==> src/rtl/lgw_pkg.sv <==
// shared types, codes and constants for the gradient wave block
`default_nettype none

package lgw_pkg;

  // zone and fixed-point geometry
  localparam int unsigned LEN_W     = 11;
  localparam int unsigned POS_W     = 10;
  localparam int unsigned PROG_W    = 21;
  localparam int unsigned GDIST_W   = 22;
  localparam int unsigned DIVD_W    = 24;
  localparam int unsigned DIVS_W    = 12;
  localparam int unsigned UPC_W     = 4;
  localparam int unsigned CNT_W     = 5;
  localparam logic [LEN_W-1:0] MAX_LEDS = 11'd1024;

  // configuration register indexes
  localparam logic [2:0] REG_START_COLOR = 3'd0;
  localparam logic [2:0] REG_END_COLOR   = 3'd1;
  localparam logic [2:0] REG_ZONE_LENGTH = 3'd2;
  localparam logic [2:0] REG_REVERSE     = 3'd3;
  localparam logic [2:0] REG_MATRIX_MODE = 3'd4;
  localparam logic [2:0] REG_SPEED       = 3'd5;
  localparam logic [2:0] REG_FRAME_RATE  = 3'd6;

  // input word opcodes
  localparam logic OP_PIXEL = 1'b0;
  localparam logic OP_TICK  = 1'b1;

  // datapath action of one microcode step
  typedef enum logic [3:0] {
    ACT_NOP,
    ACT_WAIT,
    ACT_GFOLD,
    ACT_MUL,
    ACT_SUM,
    ACT_DLOAD_PIX,
    ACT_DLOAD_TICK,
    ACT_DSTEP,
    ACT_EMIT,
    ACT_PUPDATE
  } lgw_act_t;

  // next-address condition of one microcode step
  typedef enum logic [2:0] {
    JC_NEXT,
    JC_ALWAYS,
    JC_TICK,
    JC_CNT_NZ,
    JC_WAIT_IN,
    JC_WAIT_OUT
  } lgw_jc_t;

  typedef struct packed {
    lgw_act_t         act;
    lgw_jc_t          jc;
    logic [UPC_W-1:0] target;
    logic [CNT_W-1:0] count;
  } lgw_uword_t;

  // control bundle from sequencer to datapath
  typedef struct packed {
    lgw_act_t act;
  } lgw_ctrl_t;

  typedef struct packed {
    logic             op;
    logic [POS_W-1:0] position;
  } lgw_in_t;

  typedef struct packed {
    logic [POS_W-1:0] out_index;
    logic [7:0]       red;
    logic [7:0]       green;
    logic [7:0]       blue;
  } lgw_out_t;

endpackage

`default_nettype wire

==> src/rtl/lgw_useq.sv <==
// microcode sequencer: program rom, step counter and loop counter
`default_nettype none

module lgw_useq
  import lgw_pkg::*;
(
  input  wire logic      clk,
  input  wire logic      rst_n,
  input  wire logic      in_valid,
  input  wire logic      op_tick,
  input  wire logic      out_busy,
  output lgw_ctrl_t      ctrl
);

  logic [UPC_W-1:0] upc_r, upc_nxt;
  logic [CNT_W-1:0] cnt_r, cnt_nxt;
  lgw_uword_t       uw;

  // program rom
  function automatic lgw_uword_t urom(input logic [UPC_W-1:0] a);
    lgw_uword_t w;
    begin
      w = '{act: ACT_NOP, jc: JC_ALWAYS, target: 4'd0, count: 5'd0};
      unique case (a)
        4'd0:  w = '{act: ACT_WAIT,       jc: JC_WAIT_IN,  target: 4'd1, count: 5'd0};
        4'd1:  w = '{act: ACT_GFOLD,      jc: JC_TICK,     target: 4'd8, count: 5'd0};
        4'd2:  w = '{act: ACT_MUL,        jc: JC_NEXT,     target: 4'd0, count: 5'd0};
        4'd3:  w = '{act: ACT_SUM,        jc: JC_NEXT,     target: 4'd0, count: 5'd0};
        4'd4:  w = '{act: ACT_DLOAD_PIX,  jc: JC_NEXT,     target: 4'd0, count: 5'd7};
        4'd5:  w = '{act: ACT_DSTEP,      jc: JC_CNT_NZ,   target: 4'd5, count: 5'd0};
        4'd6:  w = '{act: ACT_EMIT,       jc: JC_WAIT_OUT, target: 4'd0, count: 5'd0};
        4'd8:  w = '{act: ACT_DLOAD_TICK, jc: JC_NEXT,     target: 4'd0, count: 5'd23};
        4'd9:  w = '{act: ACT_DSTEP,      jc: JC_CNT_NZ,   target: 4'd9, count: 5'd0};
        4'd10: w = '{act: ACT_PUPDATE,    jc: JC_ALWAYS,   target: 4'd0, count: 5'd0};
        default: w = '{act: ACT_NOP,      jc: JC_ALWAYS,   target: 4'd0, count: 5'd0};
      endcase
      return w;
    end
  endfunction

  assign uw = urom(upc_r);

  // next address and loop counter
  always_comb begin
    upc_nxt = upc_r + 4'd1;
    cnt_nxt = cnt_r;
    unique case (uw.jc)
      JC_NEXT:     upc_nxt = upc_r + 4'd1;
      JC_ALWAYS:   upc_nxt = uw.target;
      JC_TICK:     upc_nxt = op_tick ? uw.target : upc_r + 4'd1;
      JC_CNT_NZ: begin
        if (cnt_r != '0) begin
          upc_nxt = uw.target;
          cnt_nxt = cnt_r - 5'd1;
        end
      end
      JC_WAIT_IN:  upc_nxt = in_valid ? uw.target : upc_r;
      JC_WAIT_OUT: upc_nxt = out_busy ? upc_r : uw.target;
      default:     upc_nxt = '0;
    endcase
    if (uw.act == ACT_DLOAD_PIX || uw.act == ACT_DLOAD_TICK) begin
      cnt_nxt = uw.count;
    end
  end

  always_ff @(posedge clk) begin
    if (!rst_n) begin
      upc_r <= '0;
      cnt_r <= '0;
    end else begin
      upc_r <= upc_nxt;
      cnt_r <= cnt_nxt;
    end
  end

  assign ctrl.act = uw.act;

endmodule

`default_nettype wire

==> src/rtl/lgw_lane.sv <==
// one color channel: product, numerator and bit-serial restoring divider
`default_nettype none

module lgw_lane
  import lgw_pkg::*;
(
  input  wire logic               clk,
  input  wire lgw_ctrl_t          ctrl,
  input  wire logic [7:0]         start_ch,
  input  wire logic [7:0]         end_ch,
  input  wire logic [LEN_W-1:0]   len,
  input  wire logic [GDIST_W-1:0] gdist,
  input  wire logic [DIVD_W-1:0]  tick_dividend,
  input  wire logic [DIVS_W-1:0]  tick_divisor,
  output logic [DIVD_W-1:0]       quot,
  output logic [7:0]              chan
);

  logic signed [31:0]       prod_r, prod_nxt;
  logic [18:0]              base_r, base_nxt;
  logic signed [32:0]       num_r, num_nxt;
  logic [DIVS_W-1:0]        rem_r, rem_nxt;
  logic [DIVS_W-1:0]        div_r, div_nxt;
  logic [DIVD_W-1:0]        q_r, q_nxt;
  logic                     neg_r, neg_nxt;
  logic                     sat_r, sat_nxt;
  logic signed [8:0]        diff;
  logic [DIVD_W-1:0]        xnum;
  logic [DIVS_W:0]          trial;
  logic [DIVS_W:0]          trial_sub;
  logic                     trial_ge;

  assign diff      = $signed({1'b0, end_ch}) - $signed({1'b0, start_ch});
  assign xnum      = num_r[31:8];
  assign trial     = {rem_r, q_r[DIVD_W-1]};
  assign trial_ge  = trial >= {1'b0, div_r};
  assign trial_sub = trial - {1'b0, div_r};

  always_comb begin
    prod_nxt = prod_r;
    base_nxt = base_r;
    num_nxt  = num_r;
    rem_nxt  = rem_r;
    div_nxt  = div_r;
    q_nxt    = q_r;
    neg_nxt  = neg_r;
    sat_nxt  = sat_r;
    unique case (ctrl.act)
      // distance times color delta, start color times length
      ACT_MUL: begin
        prod_nxt = $signed({1'b0, gdist}) * diff;
        base_nxt = start_ch * len;
      end
      // numerator in fixed point
      ACT_SUM: begin
        num_nxt = $signed({6'b0, base_r, 8'b0}) + $signed({prod_r[31], prod_r});
      end
      // pixel divide: top bits preloaded, quotient known to fit eight bits
      ACT_DLOAD_PIX: begin
        neg_nxt = num_r[32];
        sat_nxt = xnum >= {5'b0, len, 8'b0};
        rem_nxt = xnum[19:8];
        q_nxt   = {xnum[7:0], 16'b0};
        div_nxt = {1'b0, len};
      end
      // tick divide over the full dividend
      ACT_DLOAD_TICK: begin
        rem_nxt = '0;
        q_nxt   = tick_dividend;
        div_nxt = tick_divisor;
      end
      // one restoring step
      ACT_DSTEP: begin
        rem_nxt = trial_ge ? trial_sub[DIVS_W-1:0] : trial[DIVS_W-1:0];
        q_nxt   = {q_r[DIVD_W-2:0], trial_ge};
      end
      default: begin
        prod_nxt = prod_r;
      end
    endcase
  end

  always_ff @(posedge clk) begin
    prod_r <= prod_nxt;
    base_r <= base_nxt;
    num_r  <= num_nxt;
    rem_r  <= rem_nxt;
    div_r  <= div_nxt;
    q_r    <= q_nxt;
    neg_r  <= neg_nxt;
    sat_r  <= sat_nxt;
  end

  // clamp to the byte range
  assign quot = q_r;
  assign chan = neg_r ? 8'h00 : (sat_r ? 8'hFF : q_r[7:0]);

endmodule

`default_nettype wire

==> src/rtl/led_gradient_wave.sv <==
// top level of the two-color gradient wave for one led zone
// A pixel word (op 0) steps through fold, multiply, sum, divider load,
// divide and emit; a tick word (op 1) through fold, divider load, divide
// and progress update. No new word is taken before the last is done. The
// restoring divider in each color lane produces one quotient bit per cycle:
// 8 bits per pixel, 24 bits for the progress increment of a tick. A finished
// color sits in the output register while the next word is accepted; the
// sequencer stalls only if a second color is ready before the first is taken.
// Configuration writes take effect at once and must be made while idle.
`default_nettype none

module led_gradient_wave
  import lgw_pkg::*;
(
  input  wire logic        clk,
  input  wire logic        rst_n,
  input  wire logic        in_valid,
  output logic             in_ready,
  input  wire lgw_in_t     in_data,
  output logic             out_valid,
  input  wire logic        out_ready,
  output lgw_out_t         out_data,
  input  wire logic        cfg_we,
  input  wire logic [2:0]  cfg_index,
  input  wire logic [23:0] cfg_wdata
);

  logic [23:0]        start_color_r, end_color_r;
  logic [LEN_W-1:0]   zone_length_r;
  logic               reverse_r, matrix_mode_r;
  logic [4:0]         speed_r;
  logic [7:0]         frame_rate_r;
  logic [PROG_W-1:0]  prog_r, prog_nxt;
  logic               op_r;
  logic [POS_W-1:0]   pos_r;
  logic [GDIST_W-1:0] gdist_r, gdist_nxt;
  logic               out_valid_r, out_valid_nxt;
  lgw_out_t           out_data_r, out_data_nxt;
  lgw_ctrl_t          ctrl;
  logic               in_fire, out_busy, emit_fire;
  logic [LEN_W-1:0]   len;
  logic [7:0]         fps;
  logic [DIVD_W-1:0]  tick_dividend;
  logic [DIVS_W-1:0]  tick_divisor;
  logic [15:0]        len_speed;
  logic [DIVD_W-1:0]  quot0;
  logic [7:0]         red, green, blue;
  logic [GDIST_W-1:0] s_sum;
  logic [GDIST_W-1:0] lf, lf2;
  logic [PROG_W+3:0]  prog_sum;
  logic [POS_W-1:0]   idx;

  // configuration registers
  always_ff @(posedge clk) begin
    if (!rst_n) begin
      start_color_r <= '0;
      end_color_r   <= '0;
      zone_length_r <= 11'd1;
      reverse_r     <= 1'b0;
      matrix_mode_r <= 1'b0;
      speed_r       <= 5'd10;
      frame_rate_r  <= 8'd60;
    end else if (cfg_we) begin
      unique case (cfg_index)
        REG_START_COLOR: start_color_r <= cfg_wdata;
        REG_END_COLOR:   end_color_r   <= cfg_wdata;
        REG_ZONE_LENGTH: zone_length_r <= cfg_wdata[LEN_W-1:0];
        REG_REVERSE:     reverse_r     <= cfg_wdata[0];
        REG_MATRIX_MODE: matrix_mode_r <= cfg_wdata[0];
        REG_SPEED:       speed_r       <= cfg_wdata[4:0];
        REG_FRAME_RATE:  frame_rate_r  <= cfg_wdata[7:0];
        default: begin
        end
      endcase
    end
  end

  // effective length and frame rate
  always_comb begin
    if (zone_length_r == '0) begin
      len = 11'd1;
    end else if (zone_length_r > MAX_LEDS) begin
      len = MAX_LEDS;
    end else begin
      len = zone_length_r;
    end
  end
  assign fps = (frame_rate_r == '0) ? 8'd1 : frame_rate_r;

  // tick increment operands
  assign len_speed     = len * speed_r;
  assign tick_dividend = matrix_mode_r ? {11'b0, speed_r, 8'b0} : {len_speed, 8'b0};
  assign tick_divisor  = matrix_mode_r ? {4'b0, fps} : ({4'b0, fps} * 12'd10);

  // handshakes
  assign in_ready  = (ctrl.act == ACT_WAIT);
  assign in_fire   = in_valid && in_ready;
  assign out_busy  = out_valid_r && !out_ready;
  assign emit_fire = (ctrl.act == ACT_EMIT) && !out_busy;

  lgw_useq u_useq (
    .clk      (clk),
    .rst_n    (rst_n),
    .in_valid (in_valid),
    .op_tick  (op_r == OP_TICK),
    .out_busy (out_busy),
    .ctrl     (ctrl)
  );

  // folded distance from the wave front
  assign lf    = {3'b0, len, 8'b0};
  assign lf2   = {2'b0, len, 9'b0};
  assign s_sum = {1'b0, prog_r} + {4'b0, pos_r, 8'b0};
  always_comb begin
    gdist_nxt = gdist_r;
    if (ctrl.act == ACT_GFOLD) begin
      if (s_sum <= lf) begin
        gdist_nxt = s_sum;
      end else if (s_sum <= lf2) begin
        gdist_nxt = lf2 - s_sum;
      end else begin
        gdist_nxt = s_sum - lf2;
      end
    end
  end

  // progress update at the end of a tick
  assign prog_sum = {4'b0, prog_r} + {1'b0, quot0};
  always_comb begin
    prog_nxt = prog_r;
    if (ctrl.act == ACT_PUPDATE) begin
      if ({1'b0, prog_r} < lf2) begin
        prog_nxt = (|prog_sum[PROG_W+3:PROG_W]) ? '1 : prog_sum[PROG_W-1:0];
      end else begin
        prog_nxt = '0;
      end
    end
  end

  // captured word and folded distance
  always_ff @(posedge clk) begin
    if (in_fire) begin
      op_r  <= in_data.op;
      pos_r <= in_data.position;
    end
    gdist_r <= gdist_nxt;
  end

  always_ff @(posedge clk) begin
    if (!rst_n) begin
      prog_r <= '0;
    end else begin
      prog_r <= prog_nxt;
    end
  end

  lgw_lane u_lane_red (
    .clk           (clk),
    .ctrl          (ctrl),
    .start_ch      (start_color_r[7:0]),
    .end_ch        (end_color_r[7:0]),
    .len           (len),
    .gdist         (gdist_r),
    .tick_dividend (tick_dividend),
    .tick_divisor  (tick_divisor),
    .quot          (quot0),
    .chan          (red)
  );

  lgw_lane u_lane_green (
    .clk           (clk),
    .ctrl          (ctrl),
    .start_ch      (start_color_r[15:8]),
    .end_ch        (end_color_r[15:8]),
    .len           (len),
    .gdist         (gdist_r),
    .tick_dividend (tick_dividend),
    .tick_divisor  (tick_divisor),
    .quot          (),
    .chan          (green)
  );

  lgw_lane u_lane_blue (
    .clk           (clk),
    .ctrl          (ctrl),
    .start_ch      (start_color_r[23:16]),
    .end_ch        (end_color_r[23:16]),
    .len           (len),
    .gdist         (gdist_r),
    .tick_dividend (tick_dividend),
    .tick_divisor  (tick_divisor),
    .quot          (),
    .chan          (blue)
  );

  // output register
  assign idx = reverse_r ? (len[POS_W-1:0] - 10'd1 - pos_r) : pos_r;
  always_comb begin
    out_valid_nxt = out_valid_r;
    out_data_nxt  = out_data_r;
    if (emit_fire) begin
      out_valid_nxt          = 1'b1;
      out_data_nxt.out_index = idx;
      out_data_nxt.red       = red;
      out_data_nxt.green     = green;
      out_data_nxt.blue      = blue;
    end else if (out_ready) begin
      out_valid_nxt = 1'b0;
    end
  end

  always_ff @(posedge clk) begin
    if (!rst_n) begin
      out_valid_r <= 1'b0;
    end else begin
      out_valid_r <= out_valid_nxt;
    end
    out_data_r <= out_data_nxt;
  end

  assign out_valid = out_valid_r;
  assign out_data  = out_data_r;

endmodule

`default_nettype wire
==> config.mk <==
export PLATFORM = sky130hd
export DESIGN_NAME = led_gradient_wave
export DESIGN_NICKNAME = d
export VERILOG_FILES = /design/src/rtl/lgw_pkg.sv /design/src/rtl/lgw_useq.sv /design/src/rtl/lgw_lane.sv /design/src/rtl/led_gradient_wave.sv
export SDC_FILE = /design/constraint.sdc
export NUM_CORES = 2
export LEC_CHECK = 0
export ABC_AREA = 1
export BUFFER_PORTS_ARGS = -buffer_cell sky130_fd_sc_hd__buf_2
export CAP_MARGIN = 20
export CELL_PAD_IN_SITES_DETAIL_PLACEMENT = 0
export CELL_PAD_IN_SITES_GLOBAL_PLACEMENT = 1
export CORE_MARGIN = 8
export CORE_UTILIZATION = 46
export DETAILED_ROUTE_END_ITERATION = 8
export PLACE_DENSITY = 0.85
export SLEW_MARGIN = 20
export SYNTH_ARGS = -nofsm -noshare
export SYNTH_HDL_FRONTEND = slang
export SYNTH_SLANG_ARGS = --single-unit
==> constraint.sdc <==
create_clock -name clk -period 9.97 [get_ports clk]
set_input_delay 0.4985 -clock clk [delete_from_list [all_inputs] [get_ports clk]]
set_output_delay 0.4985 -clock clk [all_outputs]
set_load 0.02 [all_outputs]
==> results.ini <==
[die]
die_x_um=371
die_area_um2=138000
io_pins=79
fp.coreArea_um2=126000
start_util=0.463
rows=130
dieHeight_um=371

[cells_and_area]
area_delta_synth_final_pct=7.29
multi_input_area_um2=38900
seq_area_um2=14300
drive_gt1_frac=0.0536
nFillCells=12100
fin_nets=8256

[logic_synthesis]
synth_edf_count=397
ys_seq_area_frac=0.245
syn_area_per_cell_um2=8.35
netlist_instances=6958
synth_cell_types=66
syn_area_um2=58100
synthesis.nets=8244
async_flop_share=0
synthFlopType=edfxtp_1
synth-seq-cells=514
yosys_warnings=0

[timing]
final-hold-violation-count=0
max_freq_ghz=0.137
skew_ns=0.0306
worst_pin_slew_ns=1.06
setup_tns_ns=0
slew_violations=0
rsz0062_at_grt=no
max-slew-margin-rel=0.288
setup_violations=0
fin_crit_sh=0.733
fin_crit_ns=7.31

[worst_setup_path]
rr_endpoint=u_lane_blue.prod_r[30]$_DFFE_PN_
cp_max_fo=17
r2r_cells=28
r2r_start=start_color_r[17]$_SDFFE_PN0P_
critPathKind=reg -> reg
worstSetupEndpoint=u_lane_blue.prod_r[30]$_DFFE_PN_
path_common_cell=a21oi_1
worstPathRequired_ns=10.34
worstPathArrival_ns=7.68
ff2ff_setup_slack_ns=2.66
startpoint_type=flop
startpoint=start_color_r[17]$_SDFFE_PN0P_
critPathMaxStageDelay_ns=0.82
crit_slowest_cell=xor2_2
cp-end-kind=flop

[clock_network]
clk_pin_slew_ns=0.06
clock_path_buffers=3
worstSkewPairLatency_ns=0.66
cts_buffers=58
ctsHoldBuffers=11
cts_resized=0
cts.htree.levels=2
cts_setup_buffers=0
cts-root-buf=clkbuf_16
cts_sinks=514
cts_tree=done

[global_route]
grt_usage=0.255
grt_use_met2=0.416
use_met3=0.0392
grt_pass1_wl_um=275000
grt_antenna_before_repair=0
grtUsageMet1=0.348
grt_max_degree=82
grt_pass1_vias=47600
top_usage_layer=met2
grt-ovfl-total=0

[placement]
portBuffers=78
place_congestion=0.960
dp_hpwl_um=140000

[detailed_routing]
wl_per_cell_um=20.4
drc=0
drtIter0Drc=3823
antenna_left=0
vias_per_cell=5.47
num_vias=47400
first_pass_iters=6
wl_um=177000

[outcome]
status=completed

[flow_run]
maxCapViolCount=0

[hold_path]
hold_class=in -> reg
hold_path_depth=3

[power]
total_power_uw=22500
p_leak_uw=0.0304
power_density_nw_per_um2=361
ir_drop_mv=0.355

[synth_stat cells (all sizes together), types with 42 or more instances]
master,n,area share
clkbuf,148,0.0096
nand2,1440,0.094
nor2,900,0.060
nand4,54,0.0058
fa,623,0.21
nand3,207,0.018
buf,53,0.0055
ha,620,0.13
o21ai,319,0.029
nor3,42,0.0042
a21oi,441,0.039
inv,1083,0.070
xnor2,93,0.014
dfxtp,117,0.040
xor2,172,0.027
edfxtp,397,0.21
[final cells by class]
type | instances | area share
well taps | 1650 | 0.0331
multi-input cells | 5140 | 0.624
diodes | 1 | 0.0000401
clock buffers | 70 | 0.0250
flip-flops and latches | 514 | 0.229
inverters | 1103 | 0.0664
clock inverters | 38 | 0.00632
repair buffers | 153 | 0.0161
[cells by family (layout without fill, tap and decap cells)]
logic type,after synthesis,after routing,share of synthesized area
other cells,0,1,0
fa+ha+maj,1243,1243,0.348
buf+inv,1304,1364,0.0863
compound gates,939,939,0.0917
simple gates,2693,2693,0.188
xor+xnor,265,265,0.0406
flops,514,514,0.245
[routing by layer]
metal | vias up | share of wire | routed length, um
met5 | - | 0 | 0
met4 | 0 | 0.037 | 6630
met3 | 288 | 0.074 | 13000
met2 | 1685 | 0.45 | 80000
met1 | 23100 | 0.44 | 77300
li1 | 22300 | - | -
[worst min-delay path by stage]
stage | endpoint | from
global route | end_color_r[11]$_SDFFE_PN0P_ | cfg_wdata[11]
detailed placement | u_useq.cnt_r[4]$_SDFFE_PN0P_ | u_useq.uw[4]$_SDFF_PN0_
floorplan | u_lane_blue.neg_r$_DFFE_PP_ | u_lane_blue.num_r[32]$_DFFE_PN_
CTS | matrix_mode_r$_SDFFE_PN0P_ | cfg_we
finish | matrix_mode_r$_SDFFE_PN0P_ | cfg_we
global placement | u_useq.cnt_r[4]$_SDFFE_PN0P_ | u_useq.uw[4]$_SDFF_PN0_
[sequential cells by signal, indices dropped and copies added, names as in the netlist, 25 cells and up]
register,count
out_data,34
u_lane_blue.num_r,25
u_lane_green.num_r,25
u_lane_red.num_r,25
[where the power goes]
part / switching (uW) / internal [uW]
combinational: 10700 / 5690
clock: 956 / 1280
sequential: 346 / 3540
[worst max-delay path: cells and delay by family, from the launching register on]
family / cells / cell delay, ns
xor gates and xnor gates: 2 / 0.96
DFF: 1 / 0.51
buffers and inverters: 5 / 0.53
AOI/OAI and AO/OA: 9 / 1.63
and+or+nand+nor: 5 / 0.45
adders and majority gates: 7 / 2.94
[stage by stage]
stage / instances / worst slack [ns] / hold WS (ns) / util / cell area (um^2)
after global routing: 8668 / 2.29 / 0.136 / 0.497 / 62400
after detailed placement: 8547 / 2.83 / 0.448 / 0.480 / 60200
final: 8669 / 2.66 / 0.152 / 0.497 / 62400
after CTS: 8666 / 2.78 / 0.105 / 0.496 / 62300
after global placement: 8547 / 2.87 / 0.443 / 0.480 / 60200
after floorplan: 6958 / 2.37 / 0.400 / - / 58100
[cells in the final DEF, fill, tap and decap left out, drive strengths merged, types with 23 or more instances in the layout]
master,synthesis,layout
dfxtp,117,117
clkbuf,148,70
nor2,900,900
nand2,1440,1440
nor3,42,42
fa,623,623
ha,620,620
a21oi,441,441
inv,1083,1089
o21ai,319,319
xnor2,93,93
buf,53,142
xor2,172,172
clkinv,20,42
a21boi,28,28
nand3,207,207
nand4,54,54
edfxtp,397,397
a31oi,23,23
Note: power is estimated with default switching activity, not from simulation.
